**src/hw/rtl/punct_pkg.sv**
```systemverilog
// punctuation tokenizer package: token kinds, character codes, result type
// and the lookup functions used by the step logic; no dependencies
`timescale 1ns / 1ps
`default_nettype none

package punct_pkg;

    typedef enum logic [4:0] {
        K_LPAREN   = 5'd0,
        K_RPAREN   = 5'd1,
        K_LBRACE   = 5'd2,
        K_RBRACE   = 5'd3,
        K_COLON    = 5'd4,
        K_SEMI     = 5'd5,
        K_COMMA    = 5'd6,
        K_PLUS     = 5'd7,
        K_STAR     = 5'd8,
        K_SLASH    = 5'd9,
        K_PERCENT  = 5'd10,
        K_ARROW    = 5'd11,
        K_MINUS    = 5'd12,
        K_EQ       = 5'd13,
        K_FATARROW = 5'd14,
        K_ASSIGN   = 5'd15,
        K_NOTEQ    = 5'd16,
        K_BANG     = 5'd17,
        K_LTEQ     = 5'd18,
        K_LT       = 5'd19,
        K_GTEQ     = 5'd20,
        K_GT       = 5'd21,
        K_AND      = 5'd22,
        K_OR       = 5'd23,
        K_OTHER    = 5'd24,
        K_ERROR    = 5'd25
    } t_kind;

    localparam logic [7:0] CH_NL      = 8'h0A;
    localparam logic [7:0] CH_TAB     = 8'h09;
    localparam logic [7:0] CH_CR      = 8'h0D;
    localparam logic [7:0] CH_SP      = 8'h20;
    localparam logic [7:0] CH_BANG    = 8'h21;
    localparam logic [7:0] CH_PERCENT = 8'h25;
    localparam logic [7:0] CH_AMP     = 8'h26;
    localparam logic [7:0] CH_LPAREN  = 8'h28;
    localparam logic [7:0] CH_RPAREN  = 8'h29;
    localparam logic [7:0] CH_STAR    = 8'h2A;
    localparam logic [7:0] CH_PLUS    = 8'h2B;
    localparam logic [7:0] CH_COMMA   = 8'h2C;
    localparam logic [7:0] CH_MINUS   = 8'h2D;
    localparam logic [7:0] CH_SLASH   = 8'h2F;
    localparam logic [7:0] CH_COLON   = 8'h3A;
    localparam logic [7:0] CH_SEMI    = 8'h3B;
    localparam logic [7:0] CH_LT      = 8'h3C;
    localparam logic [7:0] CH_EQ      = 8'h3D;
    localparam logic [7:0] CH_GT      = 8'h3E;
    localparam logic [7:0] CH_LBRACE  = 8'h7B;
    localparam logic [7:0] CH_BAR     = 8'h7C;
    localparam logic [7:0] CH_RBRACE  = 8'h7D;

    localparam int RES_DEPTH = 4;
    localparam int RES_PTR_W = $clog2(RES_DEPTH);
    localparam int RES_CNT_W = $clog2(RES_DEPTH + 1);

    typedef struct packed {
        logic [4:0]  kind;
        logic [15:0] line;
        logic [15:0] column;
        logic [7:0]  passed;
        logic        last;
    } t_tok;

    typedef struct packed {
        logic v0;
        logic v1;
        t_tok t0;
        t_tok t1;
    } t_step_res;

    function automatic t_kind single_kind(input logic [7:0] c);
        t_kind k;
        case (c)
            CH_LPAREN:  k = K_LPAREN;
            CH_RPAREN:  k = K_RPAREN;
            CH_LBRACE:  k = K_LBRACE;
            CH_RBRACE:  k = K_RBRACE;
            CH_COLON:   k = K_COLON;
            CH_SEMI:    k = K_SEMI;
            CH_COMMA:   k = K_COMMA;
            CH_PLUS:    k = K_PLUS;
            CH_STAR:    k = K_STAR;
            CH_PERCENT: k = K_PERCENT;
            default:    k = K_OTHER;
        endcase
        return k;
    endfunction

    // one-byte form of a held byte; & and | alone are errors
    function automatic t_kind single_form(input logic [7:0] p);
        t_kind k;
        case (p)
            CH_MINUS: k = K_MINUS;
            CH_EQ:    k = K_ASSIGN;
            CH_BANG:  k = K_BANG;
            CH_LT:    k = K_LT;
            CH_GT:    k = K_GT;
            CH_SLASH: k = K_SLASH;
            default:  k = K_ERROR;
        endcase
        return k;
    endfunction

    function automatic logic may_pend(input logic [7:0] c);
        return (c == CH_MINUS) || (c == CH_EQ) || (c == CH_BANG) || (c == CH_LT) ||
               (c == CH_GT) || (c == CH_SLASH) || (c == CH_AMP) || (c == CH_BAR);
    endfunction

    function automatic logic pair_hit(input logic [7:0] p, input logic [7:0] c);
        return (p == CH_MINUS && c == CH_GT) || (p == CH_EQ && c == CH_EQ) ||
               (p == CH_EQ && c == CH_GT) || (p == CH_BANG && c == CH_EQ) ||
               (p == CH_LT && c == CH_EQ) || (p == CH_GT && c == CH_EQ) ||
               (p == CH_AMP && c == CH_AMP) || (p == CH_BAR && c == CH_BAR);
    endfunction

    function automatic t_kind pair_kind(input logic [7:0] p, input logic [7:0] c);
        t_kind k;
        case (p)
            CH_MINUS: k = K_ARROW;
            CH_EQ:    k = (c == CH_GT) ? K_FATARROW : K_EQ;
            CH_BANG:  k = K_NOTEQ;
            CH_LT:    k = K_LTEQ;
            CH_GT:    k = K_GTEQ;
            CH_AMP:   k = K_AND;
            CH_BAR:   k = K_OR;
            default:  k = K_ERROR;
        endcase
        return k;
    endfunction

endpackage

`default_nettype wire

```
**src/hw/rtl/punct_if.sv**
```systemverilog
// valid/ready channel interfaces for source bytes and tokens
// no dependencies
`timescale 1ns / 1ps
`default_nettype none

interface punct_in_if;
    logic       valid;
    logic       ready;
    logic [7:0] char_byte;
    logic       end_of_source;

    modport source (output valid, output char_byte, output end_of_source, input ready);
    modport sink (input valid, input char_byte, input end_of_source, output ready);
endinterface

interface punct_tok_if;
    logic        valid;
    logic        ready;
    logic [4:0]  token_kind;
    logic [15:0] token_line;
    logic [15:0] token_column;
    logic [7:0]  passed_byte;
    logic        last_of_run;

    modport source (output valid, output token_kind, output token_line,
                    output token_column, output passed_byte, output last_of_run,
                    input ready);
    modport sink (input valid, input token_kind, input token_line,
                  input token_column, input passed_byte, input last_of_run,
                  output ready);
endinterface

`default_nettype wire

```
**src/hw/rtl/punct_step.sv**
```systemverilog
// lexer state and the single-pass step logic for one source byte
// depends on punct_pkg
`timescale 1ns / 1ps
`default_nettype none

module punct_step #(
    parameter int POSITION_BITS = 16
) (
    input  wire logic                 i_clk,
    input  wire logic                 i_rst_n,
    input  wire logic                 i_fire,
    input  wire logic [7:0]           i_char,
    input  wire logic                 i_eos,
    output punct_pkg::t_step_res      o_res
);

    localparam logic [POSITION_BITS-1:0] POS_ONE = POSITION_BITS'(1);

    logic [7:0]               r_pend_char, n_pend_char;
    logic                     r_pend_valid, n_pend_valid;
    logic [POSITION_BITS-1:0] r_pend_line, n_pend_line;
    logic [POSITION_BITS-1:0] r_pend_col, n_pend_col;
    logic                     r_in_comment, n_in_comment;
    logic [POSITION_BITS-1:0] r_line, n_line;
    logic [POSITION_BITS-1:0] r_col, n_col;
    logic                     r_halted, n_halted;

    punct_pkg::t_tok  w_a, w_b, w_c;
    logic             w_a_v, w_b_v, w_c_v;

    function automatic logic [POSITION_BITS-1:0] sat_inc(input logic [POSITION_BITS-1:0] v);
        return (&v) ? v : v + POS_ONE;
    endfunction

    function automatic logic [15:0] cap16(input logic [POSITION_BITS-1:0] v);
        logic [31:0] w;
        w = 32'(v);
        return (|w[31:16]) ? 16'hFFFF : w[15:0];
    endfunction

    function automatic punct_pkg::t_tok mk_tok(input punct_pkg::t_kind k,
                                               input logic [POSITION_BITS-1:0] ln,
                                               input logic [POSITION_BITS-1:0] cl,
                                               input logic [7:0] b);
        punct_pkg::t_tok t;
        t.kind   = k;
        t.line   = cap16(ln);
        t.column = cap16(cl);
        t.passed = (k >= punct_pkg::K_OTHER) ? b : 8'h00;
        t.last   = 1'b0;
        return t;
    endfunction

    always_comb begin
        logic            stop;
        logic            consumed;
        punct_pkg::t_kind k;
        n_pend_char  = r_pend_char;
        n_pend_valid = r_pend_valid;
        n_pend_line  = r_pend_line;
        n_pend_col   = r_pend_col;
        n_in_comment = r_in_comment;
        n_line       = r_line;
        n_col        = r_col;
        n_halted     = r_halted;
        w_a = '0; w_b = '0; w_c = '0;
        w_a_v = 1'b0; w_b_v = 1'b0; w_c_v = 1'b0;
        stop = 1'b0;
        consumed = 1'b0;
        k = punct_pkg::K_OTHER;
        if (!r_halted) begin
            // resolve the held byte against this one
            if (r_pend_valid) begin
                n_pend_valid = 1'b0;
                if (r_pend_char == punct_pkg::CH_SLASH && i_char == punct_pkg::CH_SLASH) begin
                    n_in_comment = 1'b1;
                    n_col = sat_inc(r_col);
                    consumed = 1'b1;
                end else if (punct_pkg::pair_hit(r_pend_char, i_char)) begin
                    w_a = mk_tok(punct_pkg::pair_kind(r_pend_char, i_char),
                                 r_pend_line, r_pend_col, 8'h00);
                    w_a_v = 1'b1;
                    n_col = sat_inc(r_col);
                    consumed = 1'b1;
                end else begin
                    k = punct_pkg::single_form(r_pend_char);
                    w_a = mk_tok(k, r_pend_line, r_pend_col, r_pend_char);
                    w_a_v = 1'b1;
                    if (k == punct_pkg::K_ERROR) begin
                        n_halted = 1'b1;
                        stop = 1'b1;
                    end
                end
            end
            // fresh byte
            if (!stop && !consumed) begin
                if (i_char == punct_pkg::CH_NL) begin
                    n_in_comment = 1'b0;
                    n_line = sat_inc(r_line);
                    n_col = POS_ONE;
                end else if (r_in_comment || i_char == punct_pkg::CH_SP ||
                             i_char == punct_pkg::CH_TAB || i_char == punct_pkg::CH_CR) begin
                    n_col = sat_inc(r_col);
                end else if (punct_pkg::may_pend(i_char)) begin
                    n_pend_char  = i_char;
                    n_pend_valid = 1'b1;
                    n_pend_line  = r_line;
                    n_pend_col   = r_col;
                    n_col = sat_inc(r_col);
                end else begin
                    w_b = mk_tok(punct_pkg::single_kind(i_char), r_line, r_col, i_char);
                    w_b_v = 1'b1;
                    n_col = sat_inc(r_col);
                end
            end
            // end of source: flush and rewind
            if (!stop && i_eos) begin
                if (n_pend_valid) begin
                    k = punct_pkg::single_form(n_pend_char);
                    w_c = mk_tok(k, n_pend_line, n_pend_col, n_pend_char);
                    w_c_v = 1'b1;
                    n_pend_valid = 1'b0;
                    if (k == punct_pkg::K_ERROR) begin
                        n_halted = 1'b1;
                    end
                end
                if (!n_halted) begin
                    n_line = POS_ONE;
                    n_col = POS_ONE;
                    n_in_comment = 1'b0;
                end
            end
        end
    end

    // order results: held-byte token first, then fresh or flushed token
    always_comb begin
        o_res.v0 = i_fire & (w_a_v | w_b_v | w_c_v);
        o_res.v1 = i_fire & w_a_v & (w_b_v | w_c_v);
        o_res.t0 = w_a_v ? w_a : (w_b_v ? w_b : w_c);
        o_res.t0.last = ~(w_a_v & (w_b_v | w_c_v));
        o_res.t1 = w_b_v ? w_b : w_c;
        o_res.t1.last = 1'b1;
    end

    always_ff @(posedge i_clk) begin
        if (!i_rst_n) begin
            r_pend_char  <= 8'h00;
            r_pend_valid <= 1'b0;
            r_pend_line  <= POS_ONE;
            r_pend_col   <= POS_ONE;
            r_in_comment <= 1'b0;
            r_line       <= POS_ONE;
            r_col        <= POS_ONE;
            r_halted     <= 1'b0;
        end else if (i_fire) begin
            r_pend_char  <= n_pend_char;
            r_pend_valid <= n_pend_valid;
            r_pend_line  <= n_pend_line;
            r_pend_col   <= n_pend_col;
            r_in_comment <= n_in_comment;
            r_line       <= n_line;
            r_col        <= n_col;
            r_halted     <= n_halted;
        end
    end

endmodule

`default_nettype wire

```
**src/hw/rtl/punct_fifo.sv**
```systemverilog
// small result queue: up to two writes per cycle, one read per cycle
// depends on punct_pkg
`timescale 1ns / 1ps
`default_nettype none

module punct_fifo (
    input  wire logic                 i_clk,
    input  wire logic                 i_rst_n,
    input  wire punct_pkg::t_step_res i_res,
    output logic                      o_space_ok,
    output logic                      o_valid,
    input  wire logic                 i_ready,
    output punct_pkg::t_tok           o_head
);

    localparam int PW = punct_pkg::RES_PTR_W;
    localparam int CW = punct_pkg::RES_CNT_W;

    punct_pkg::t_tok r_mem [punct_pkg::RES_DEPTH];
    logic [PW-1:0]   r_wr, n_wr;
    logic [PW-1:0]   r_rd, n_rd;
    logic [CW-1:0]   r_count, n_count;
    logic            w_pop;

    assign o_valid    = (r_count != '0);
    assign o_head     = r_mem[r_rd];
    assign w_pop      = o_valid & i_ready;
    assign o_space_ok = (r_count <= CW'(punct_pkg::RES_DEPTH - 2));

    always_comb begin
        n_wr    = r_wr + PW'(i_res.v0) + PW'(i_res.v1);
        n_rd    = r_rd + PW'(w_pop);
        n_count = r_count + CW'(i_res.v0) + CW'(i_res.v1) - CW'(w_pop);
    end

    always_ff @(posedge i_clk) begin
        if (i_res.v0) begin
            r_mem[r_wr] <= i_res.t0;
        end
        if (i_res.v1) begin
            r_mem[r_wr + PW'(1)] <= i_res.t1;
        end
    end

    always_ff @(posedge i_clk) begin
        if (!i_rst_n) begin
            r_wr    <= '0;
            r_rd    <= '0;
            r_count <= '0;
        end else begin
            r_wr    <= n_wr;
            r_rd    <= n_rd;
            r_count <= n_count;
        end
    end

endmodule

`default_nettype wire

```
**src/hw/rtl/punctuation_tokenizer.sv**
```systemverilog
// an accepted source beat is registered, then stepped into the result queue
// throughput: one source byte per cycle while the 4-entry result queue has
// room for two tokens; a byte that yields two tokens writes both into it
// reset: synchronous active-low i_rst_n clears position counters to 1,
// drops the held byte, comment and halt flags, and empties the queue
`timescale 1ns / 1ps
`default_nettype none

module punctuation_tokenizer #(
    parameter int POSITION_BITS = 16
) (
    input  wire logic      i_clk,
    input  wire logic      i_rst_n,
    punct_in_if.sink       i_in,
    punct_tok_if.source    o_tok
);

    logic                 r_in_valid;
    logic [7:0]           r_in_char;
    logic                 r_in_eos;
    logic                 w_fire;
    logic                 w_space_ok;
    logic                 w_accept;
    punct_pkg::t_step_res w_res;
    punct_pkg::t_tok      w_head;

    assign w_fire     = r_in_valid & w_space_ok;
    assign i_in.ready = ~r_in_valid | w_fire;
    assign w_accept   = i_in.valid & i_in.ready;

    always_ff @(posedge i_clk) begin
        if (!i_rst_n) begin
            r_in_valid <= 1'b0;
        end else if (w_accept) begin
            r_in_valid <= 1'b1;
        end else if (w_fire) begin
            r_in_valid <= 1'b0;
        end
    end

    always_ff @(posedge i_clk) begin
        if (w_accept) begin
            r_in_char <= i_in.char_byte;
            r_in_eos  <= i_in.end_of_source;
        end
    end

    punct_step #(
        .POSITION_BITS(POSITION_BITS)
    ) u_step (
        .i_clk   (i_clk),
        .i_rst_n (i_rst_n),
        .i_fire  (w_fire),
        .i_char  (r_in_char),
        .i_eos   (r_in_eos),
        .o_res   (w_res)
    );

    punct_fifo u_fifo (
        .i_clk      (i_clk),
        .i_rst_n    (i_rst_n),
        .i_res      (w_res),
        .o_space_ok (w_space_ok),
        .o_valid    (o_tok.valid),
        .i_ready    (o_tok.ready),
        .o_head     (w_head)
    );

    assign o_tok.token_kind   = w_head.kind;
    assign o_tok.token_line   = w_head.line;
    assign o_tok.token_column = w_head.column;
    assign o_tok.passed_byte  = w_head.passed;
    assign o_tok.last_of_run  = w_head.last;

endmodule

`default_nettype wire

```
**src/flat_wrapper.sv**
```systemverilog
// flat-port wrapper written by rule: the top's interface ports become plain ports
module punctuation_tokenizer_flat 
#(
    parameter int POSITION_BITS = 16
)
  (i_clk, i_rst_n, i_in_valid, i_in_char_byte, i_in_end_of_source, i_in_ready, o_tok_valid, o_tok_token_kind, o_tok_token_line, o_tok_token_column, o_tok_passed_byte, o_tok_last_of_run, o_tok_ready);
  punct_in_if i_in_i ();
  punct_tok_if o_tok_i ();
  input  wire logic i_clk;
  input  wire logic i_rst_n;
  input wire logic [$bits(i_in_i.valid)-1:0] i_in_valid;
  input wire logic [$bits(i_in_i.char_byte)-1:0] i_in_char_byte;
  input wire logic [$bits(i_in_i.end_of_source)-1:0] i_in_end_of_source;
  output wire logic [$bits(i_in_i.ready)-1:0] i_in_ready;
  output wire logic [$bits(o_tok_i.valid)-1:0] o_tok_valid;
  output wire logic [$bits(o_tok_i.token_kind)-1:0] o_tok_token_kind;
  output wire logic [$bits(o_tok_i.token_line)-1:0] o_tok_token_line;
  output wire logic [$bits(o_tok_i.token_column)-1:0] o_tok_token_column;
  output wire logic [$bits(o_tok_i.passed_byte)-1:0] o_tok_passed_byte;
  output wire logic [$bits(o_tok_i.last_of_run)-1:0] o_tok_last_of_run;
  input wire logic [$bits(o_tok_i.ready)-1:0] o_tok_ready;
  assign i_in_i.valid = i_in_valid;
  assign i_in_i.char_byte = i_in_char_byte;
  assign i_in_i.end_of_source = i_in_end_of_source;
  assign i_in_ready = i_in_i.ready;
  assign o_tok_valid = o_tok_i.valid;
  assign o_tok_token_kind = o_tok_i.token_kind;
  assign o_tok_token_line = o_tok_i.token_line;
  assign o_tok_token_column = o_tok_i.token_column;
  assign o_tok_passed_byte = o_tok_i.passed_byte;
  assign o_tok_last_of_run = o_tok_i.last_of_run;
  assign o_tok_i.ready = o_tok_ready;
  punctuation_tokenizer #(.POSITION_BITS(POSITION_BITS)) u_core (.i_clk(i_clk), .i_rst_n(i_rst_n), .i_in(i_in_i), .o_tok(o_tok_i));
endmodule
```
**config.mk**
```make
export PLATFORM = sky130hd
export DESIGN_NAME = punctuation_tokenizer_flat
export DESIGN_NICKNAME = d
export VERILOG_FILES = /design/src/hw/rtl/punct_pkg.sv /design/src/hw/rtl/punct_if.sv /design/src/hw/rtl/punct_step.sv /design/src/hw/rtl/punct_fifo.sv /design/src/hw/rtl/punctuation_tokenizer.sv /design/src/flat_wrapper.sv
export SDC_FILE = /design/constraint.sdc
export NUM_CORES = 1
export LEC_CHECK = 0
export BUFFER_PORTS_ARGS = -buffer_cell sky130_fd_sc_hd__buf_2
export CORE_MARGIN = 2
export CORE_UTILIZATION = 38
export DETAILED_ROUTE_END_ITERATION = 16
export PLACE_DENSITY = 0.53
export SLEW_MARGIN = 10
export SYNTH_ARGS = -nofsm -noshare
export SYNTH_HDL_FRONTEND = slang
export SYNTH_SLANG_ARGS = --single-unit
```
**constraint.sdc**
```tcl
create_clock -name i_clk -period 3.6 [get_ports i_clk]
set_input_delay 0.72 -clock i_clk [delete_from_list [all_inputs] [get_ports i_clk]]
set_output_delay 0.72 -clock i_clk [all_outputs]
set_load 0.03 [all_outputs]
```
---- After elaboration in Yosys (flattened, before gate mapping) ----
Memories as Yosys holds them, arrays and structs flattened. A register that Yosys moved wholly into a read port is not among the register bits.
Cells that the tools add are included.
storage, ports and cells
  bits in registers ....................... 92
  bits in writable memories ............... 184
  input port bits ......................... 13
  output and inout port bits .............. 48
  logic and storage cells ................. 220
  memories kept ........................... 1
memories
  name                 words  width  rd ports  clocked after Yosys merged registers in  write ports  RTL line          text
  u_core.u_fifo.r_mem  4      46     1         1                                        2            punct_fifo.sv:19  punct_pkg::t_tok r_mem [punct_pkg::RES_DEPTH];
cells by class
  add/subtract/negate cells ............... 9
  magnitude comparators ................... 4
  equality and inequality tests ........... 38
  mux-type cells .......................... 105
  bitwise logic cells ..................... 14
  reductions and logical operators ........ 35
operator list
  cell                     count
  $mux W46                 14
  $mux W16                 21
  $eq A8 B6 Y1 const B     29
  $mux W8                  8
  $mux W5                  12
  $pmux W5 S6              2
  $pmux W5 S10             1
  $mux W1                  44
  $pmux W5 S7              1
  $add A16 B1 Y16 const B  2
  $eq A8 B7 Y1 const B     4
  $reduce_and A16 Y1       2
  $eq A8 B4 Y1 const B     3
  $logic_or A1 B1 Y1       17
  $ge A5 B5 Y1 const B     3
  $logic_and A1 B1 Y1      11
  $eq A5 B5 Y1 const B     2
  $and A1 B1 Y1            7
  $add A2 B1 Y2            3
  $add A3 B1 Y3            2
  $mux W2                  2
  $or A1 B1 Y1             4
  $le A3 B2 Y1 const B     1
  $not A1 Y1               3
  other kinds (6)          7

---- Longest topological paths before layout ----
  depth after elaboration ................. 35
  depth in mapped cells ................... 15
  mapped depth without buffers ............ 12

---- Hierarchy ----
From an unflattened synthesis, not the netlist that was laid out.
unflattened totals
  cells, all modules ...................... 1127
  area, all modules ....................... 14659.1 um2
modules (own cells, without submodules)
  module                 instances  cells an instance  area an instance (um2)  seq. area each (um2)
  punct_fifo             1          487                9276.4                  5665.4
  punct_step             1          625                5047.3                  1501.4
  punctuation_tokenizer  1          15                 335.3                   290.3

---- Least setup slack after synthesis ----
No wires, ideal clock.
  kind .................................... register to register
  from .................................... register u_core.r_in_char[4]
  to ...................................... memory u_core.u_fifo.r_mem[1][10] in the netlist's numbering, enable pin
  library setup time ...................... 565 ps
  arrival ................................. 3116 ps
  required time ........................... 3035 ps
  path slack .............................. -81 ps
  cell stages (with the launch flop) ...... 11
  path buffers ............................ 3
  period minus slack after synthesis ...... 3681 ps
  cells stage by stage .................... edfxtp_1 -> buf_6 -> or4b_1 -> buf_4 -> nor4_2 -> nor3_1 -> a31oi_4 -> buf_4 -> o21ai_0 -> nand3_1 -> nand2_1
RTL lines
  item                    RTL line                     text
  start, declared         punctuation_tokenizer.sv:19  logic [7:0] r_in_char;
  start signal, assigned  punctuation_tokenizer.sv:43  r_in_char <= i_in.char_byte;
  end, declared           punct_fifo.sv:19

==> results <==
- The run finished with clean final reports.
- The clock input transition at the sequential cells of the worst setup and hold paths is 0.06 ns.
- Yosys printed 0 warnings.
- The worst hold path stage count is 1.
- The post-synthesis cell type count is 94.
- The floorplan step set the die height to 197 um.
- Measured against the total synthesized area, the mux share comes to 7.43%.
- The worst-path cell with the longest stage delay is nor4_4.
- The largest net degree at the start of global routing is 42.
- The destination of the worst register-to-register timing path is u_core.u_fifo.r_mem[1][17]$_DFFE_PP_.
- The average via count per standard cell is 6.01.
- The internal reg-to-reg setup slack is 0.17 ns.
- The actual transition at the worst max-transition pin is 1.03 ns.
- Walking the worst path, the cells encountered are or4bb_1, nor4_2, nor3_1, buf_4, a31o_4, nand2b_4, nor4_4, buf_12, a22o_1.
- The start point of the worst min-delay path is i_in_char_byte[6].
- Clock latency on the worst-skew pair, taken at its later pin, is 0.59 ns.
- The number of buffer cells added on primary ports is 60.
- For hold timing, the worst endpoint is u_core.r_in_char[6]$_DFFE_PP_.
- The share of the cycle needed by the critical path after routing is 95.3%.
- The first global-routing pass estimated 63800 um of wire.
- The number of pins with negative max-slew slack in the final report came to 0.
- The area growth from synthesis to layout is 15.7%.
- The minimum clock period is 3.43 ns.
- The first detailed-routing pass ran for 5 iterations.
- The timing startpoint of the critical path is u_core.r_in_char[0]$_DFFE_PP_.
- The data arrival time of the worst path is 3.87 ns.
- The top cell type by area accounts for 40.0% of the synthesized area.
- The number of antenna violations at the first check in global routing is 0.
- The share of layout cells above drive strength 1 is 22.2%.
- The total area inside the core boundary comes to 36700 um^2.
- Counting cells, the worst reg-to-reg path comes to 9.
- The final weighted congestion of routability-driven global placement is 0.900.
- The count of flip-flops with a built-in enable after synthesis is 189.
- Counting flops and latches in the post-synthesis netlist gives 276.
- The number of placement rows is 70.
- For this run, design rule violations remaining after detail routing come to 0.
- In this run the cell area of the synthesized design comes to 14200 um^2.
- Of all nets on the critical path, the largest fanout is 25.
- Of all cell types, the one taking the most synthesized area is edfxtp_1.
- The count of maximum capacitance violations is 0.
- After Yosys synthesis, full adders, half adders and majority gates account for 0.863% of the synthesized area.
- The path class of the lowest-slack min-delay path is in -> reg.
- In this run the deepest clock path goes through 3 buffers.
- The detailed router placed 10700 vias in this run.
- The design draws 9170 uW.
- The main flop type after synthesis is edfxtp_1.
- The top-level I/O count is 61.
- The routed design has 41200 um of wire.
- The die covers 38900 um^2.
- The post-route clock skew is 0.0170 ns.
- In this run the critical register-to-register path is launched from u_core.r_in_char[0]$_DFFE_PP_.
- After the flow finishes, the layout carries non-filler instances totaling 1785.
- The synthesized net count is 1257.
- The power per cell area is 558 nW/um^2.
- The residual antenna-violating net count after detailed routing is 0.
- The static leakage power is 0.00531 uW.
- The number of H-tree branching levels is 1.
- The tree is rooted in a clkbuf_16.
- The routed length per placed instance is 23.1 um.
- The worst slew margin relative to its limit is 30.5%.
- The number of antenna diodes is 0.
- Setup repair after global routing left no endpoint under its margin.
- The overall overflow remaining after global route is 0.
- The overall routing resource usage is 21.4%.
- The largest single stage delay on the critical path is 0.90 ns.
- Dividing the synthesized area by the synthesized cell count gives 11.5 um^2.
- The clock buffer count from CTS is 31.
- The fraction of the yosys area taken by sequential cells is 52.2%.
- The fraction of the mapped netlist area in compound gates is 18.9%.
- The critical path data required time is 4.04 ns.
- The most common cell in the synthesized netlist is edfxtp_1.
- The placed instance count is 1727.
- Static timing analysis puts the maximum clock frequency at 291 MHz.
- The initial core utilization is 38.7%.
- By area the synthesized netlist is led by edfxtp_1, dfxtp_1, a22o_1.
- In the final timing run, aggregate negative setup slack is 0 ns.
- Setup violations remaining at the end of the flow were counted as 0.
- Counting every instance in the synthesized netlist gives 1236.
- TritonCTS built the clock tree.
- IR analysis of the VDD net gives a maximum drop of 0.000501 V.
- The critical path endpoint category is a flip-flop.
- For this run, the share of the core covered by cells in the final layout is 44.8%.
- The cts-stage hold buffer count is 0.
- Clock tree synthesis found a total of 276 sinks.
- The worst hold margin is 0.302 ns.
- The fraction of registers with async set or reset after synthesis is 0%.
- The via count of the first global-routing pass is 10700.
- The die width is 197 um.
- The category of the worst setup path launch point is a flip-flop.
- The final-stage net count is 1313.
- Ranked by instance count, the synthesized netlist is headed by edfxtp_1, nand2_1, a22o_1.
- The starting DRC count in detailed routing is 978.
- The critical path class is reg -> reg.
- The xor and xnor fraction of the mapped netlist area is 0.978%.
- The final hold violation count is 0.
- The simple-gate share of the synthesized area is 15.4%.
- The main combinational cell family by area after synthesis is compound AO/OA/AOI/OAI gates.
- After legalization and detailed placement, the total HPWL measured 26800 um.
power breakdown:
| part | switching (uW) | internal (uW) | total, uW |
|---|---|---|---|
| clock network | 1320 | 1900 | 3220 |
| registers | 181 | 3590 | 3770 |
| logic | 1360 | 820 | 2180 |
sequential cells by signal, indices dropped and copies added, names as in the netlist:
register                    count
u_core.u_step.r_pend_valid      1
u_core.u_fifo.r_mem           184
u_core.r_in_valid               1
u_core.u_step.r_pend_char       8
u_core.u_step.r_in_comment      1
u_core.u_fifo.r_wr              2
u_core.u_step.r_pend_line      16
u_core.u_fifo.r_rd              2
u_core.u_fifo.r_count           3
u_core.r_in_eos                 1
u_core.u_step.r_pend_col       16
u_core.r_in_char                8
u_core.u_step.r_col            16
u_core.u_step.r_halted          1
u_core.u_step.r_line           16
per-layer routing:
metal | up-vias | share of wire (%) | GRT usage (%)
li1 | 4945 | - | -
met1 | 5336 | 44 | 29.1
met2 | 371 | 47 | 34.8
met3 | 67 | 6.3 | 3.88
met4 | 0 | 2.7 | 6.27
met5 | - | 0 | 0
cells in the final DEF (no fill, tap or decap), types with 25 or more instances in the layout:
| master | n |
|---|---|
| nor2_1 | 49 |
| nand2_1 | 134 |
| a32o_1 | 25 |
| buf_2 | 60 |
| buf_4 | 69 |
| dfxtp_1 | 85 |
| nand3_1 | 39 |
| and2_1 | 27 |
| clkbuf_16 | 31 |
| mux4_2 | 46 |
| o21ai_0 | 29 |
| a21oi_1 | 66 |
| edfxtp_1 | 189 |
| a22o_1 | 120 |
stage by stage:
| step | setup slack [ns] | cell area (um^2) |
|---|---|---|
| 2_1_floorplan | 0.0347 | 14200 |
| 3_3_place_gp | 0.176 | 15400 |
| 3_5_place_dp | 0.161 | 15400 |
| 4_1_cts | 0.137 | 16400 |
| 5_1_grt | 0.0212 | 16400 |
| 6_report | 0.167 | 16400 |
worst max-delay path, delay by kind of cell (launching register included):
| kind | cells | cell delay (ns) |
|---|---|---|
| AO/OA/AOI/OAI | 2 | 0.39 |
| buffers and inverters | 2 | 0.50 |
| flip-flops | 1 | 0.59 |
| AND/OR/NAND/NOR | 5 | 1.77 |
final cells by class:
type,instances,area (um^2)
flip-flops and latches,276,7420
multi-input cells,823,6260
inverters,19,73.8
clock buffers,43,871
clock inverters,15,168
repair buffers,141,1060
well taps,468,586
fillers,3384,20300
what timing repair did:
| item | in CTS | in global routing |
|---|---|---|
| resized for setup | 0 | 4 |
| endpoints found under the setup margin | 0 | 170 |
| buffers inserted | 0 | 0 |
| hold endpoints to repair | 0 | 0 |
how the worst max path moves through the flow:
| stage | endpoint | cells after the start | slack (ns) |
|---|---|---|---|
| 6_report | u_core.u_fifo.r_mem[1][17]$_DFFE_PP_ | 9 | 0.17 |
| 5_1_grt | u_core.u_fifo.r_mem[1][1]$_DFFE_PP_ | 9 | 0.02 |
| 4_1_cts | u_core.u_fifo.r_mem[0][16]$_DFFE_PP_ | 9 | 0.14 |
| 3_5_place_dp | u_core.u_fifo.r_mem[0][15]$_DFFE_PP_ | 9 | 0.16 |
| 3_3_place_gp | u_core.u_fifo.r_mem[3][10]$_DFFE_PP_ | 9 | 0.18 |
| 2_1_floorplan | u_core.u_fifo.r_count[2]$_SDFF_PN0_ | 14 | 0.03 |
cell families (layout without fill, tap and decap cells):
logic type               after synthesis  after routing
multiplexers                          48             48
AND/OR/NAND/NOR                      408            408
XOR/XNOR                              15             15
adder cells (fa/ha/maj)                8              8
AO/OA/AOI/OAI                        344            344
buffers and inverters                137            218
flip-flops                           276            276
(Power assumes the default switching activity.)
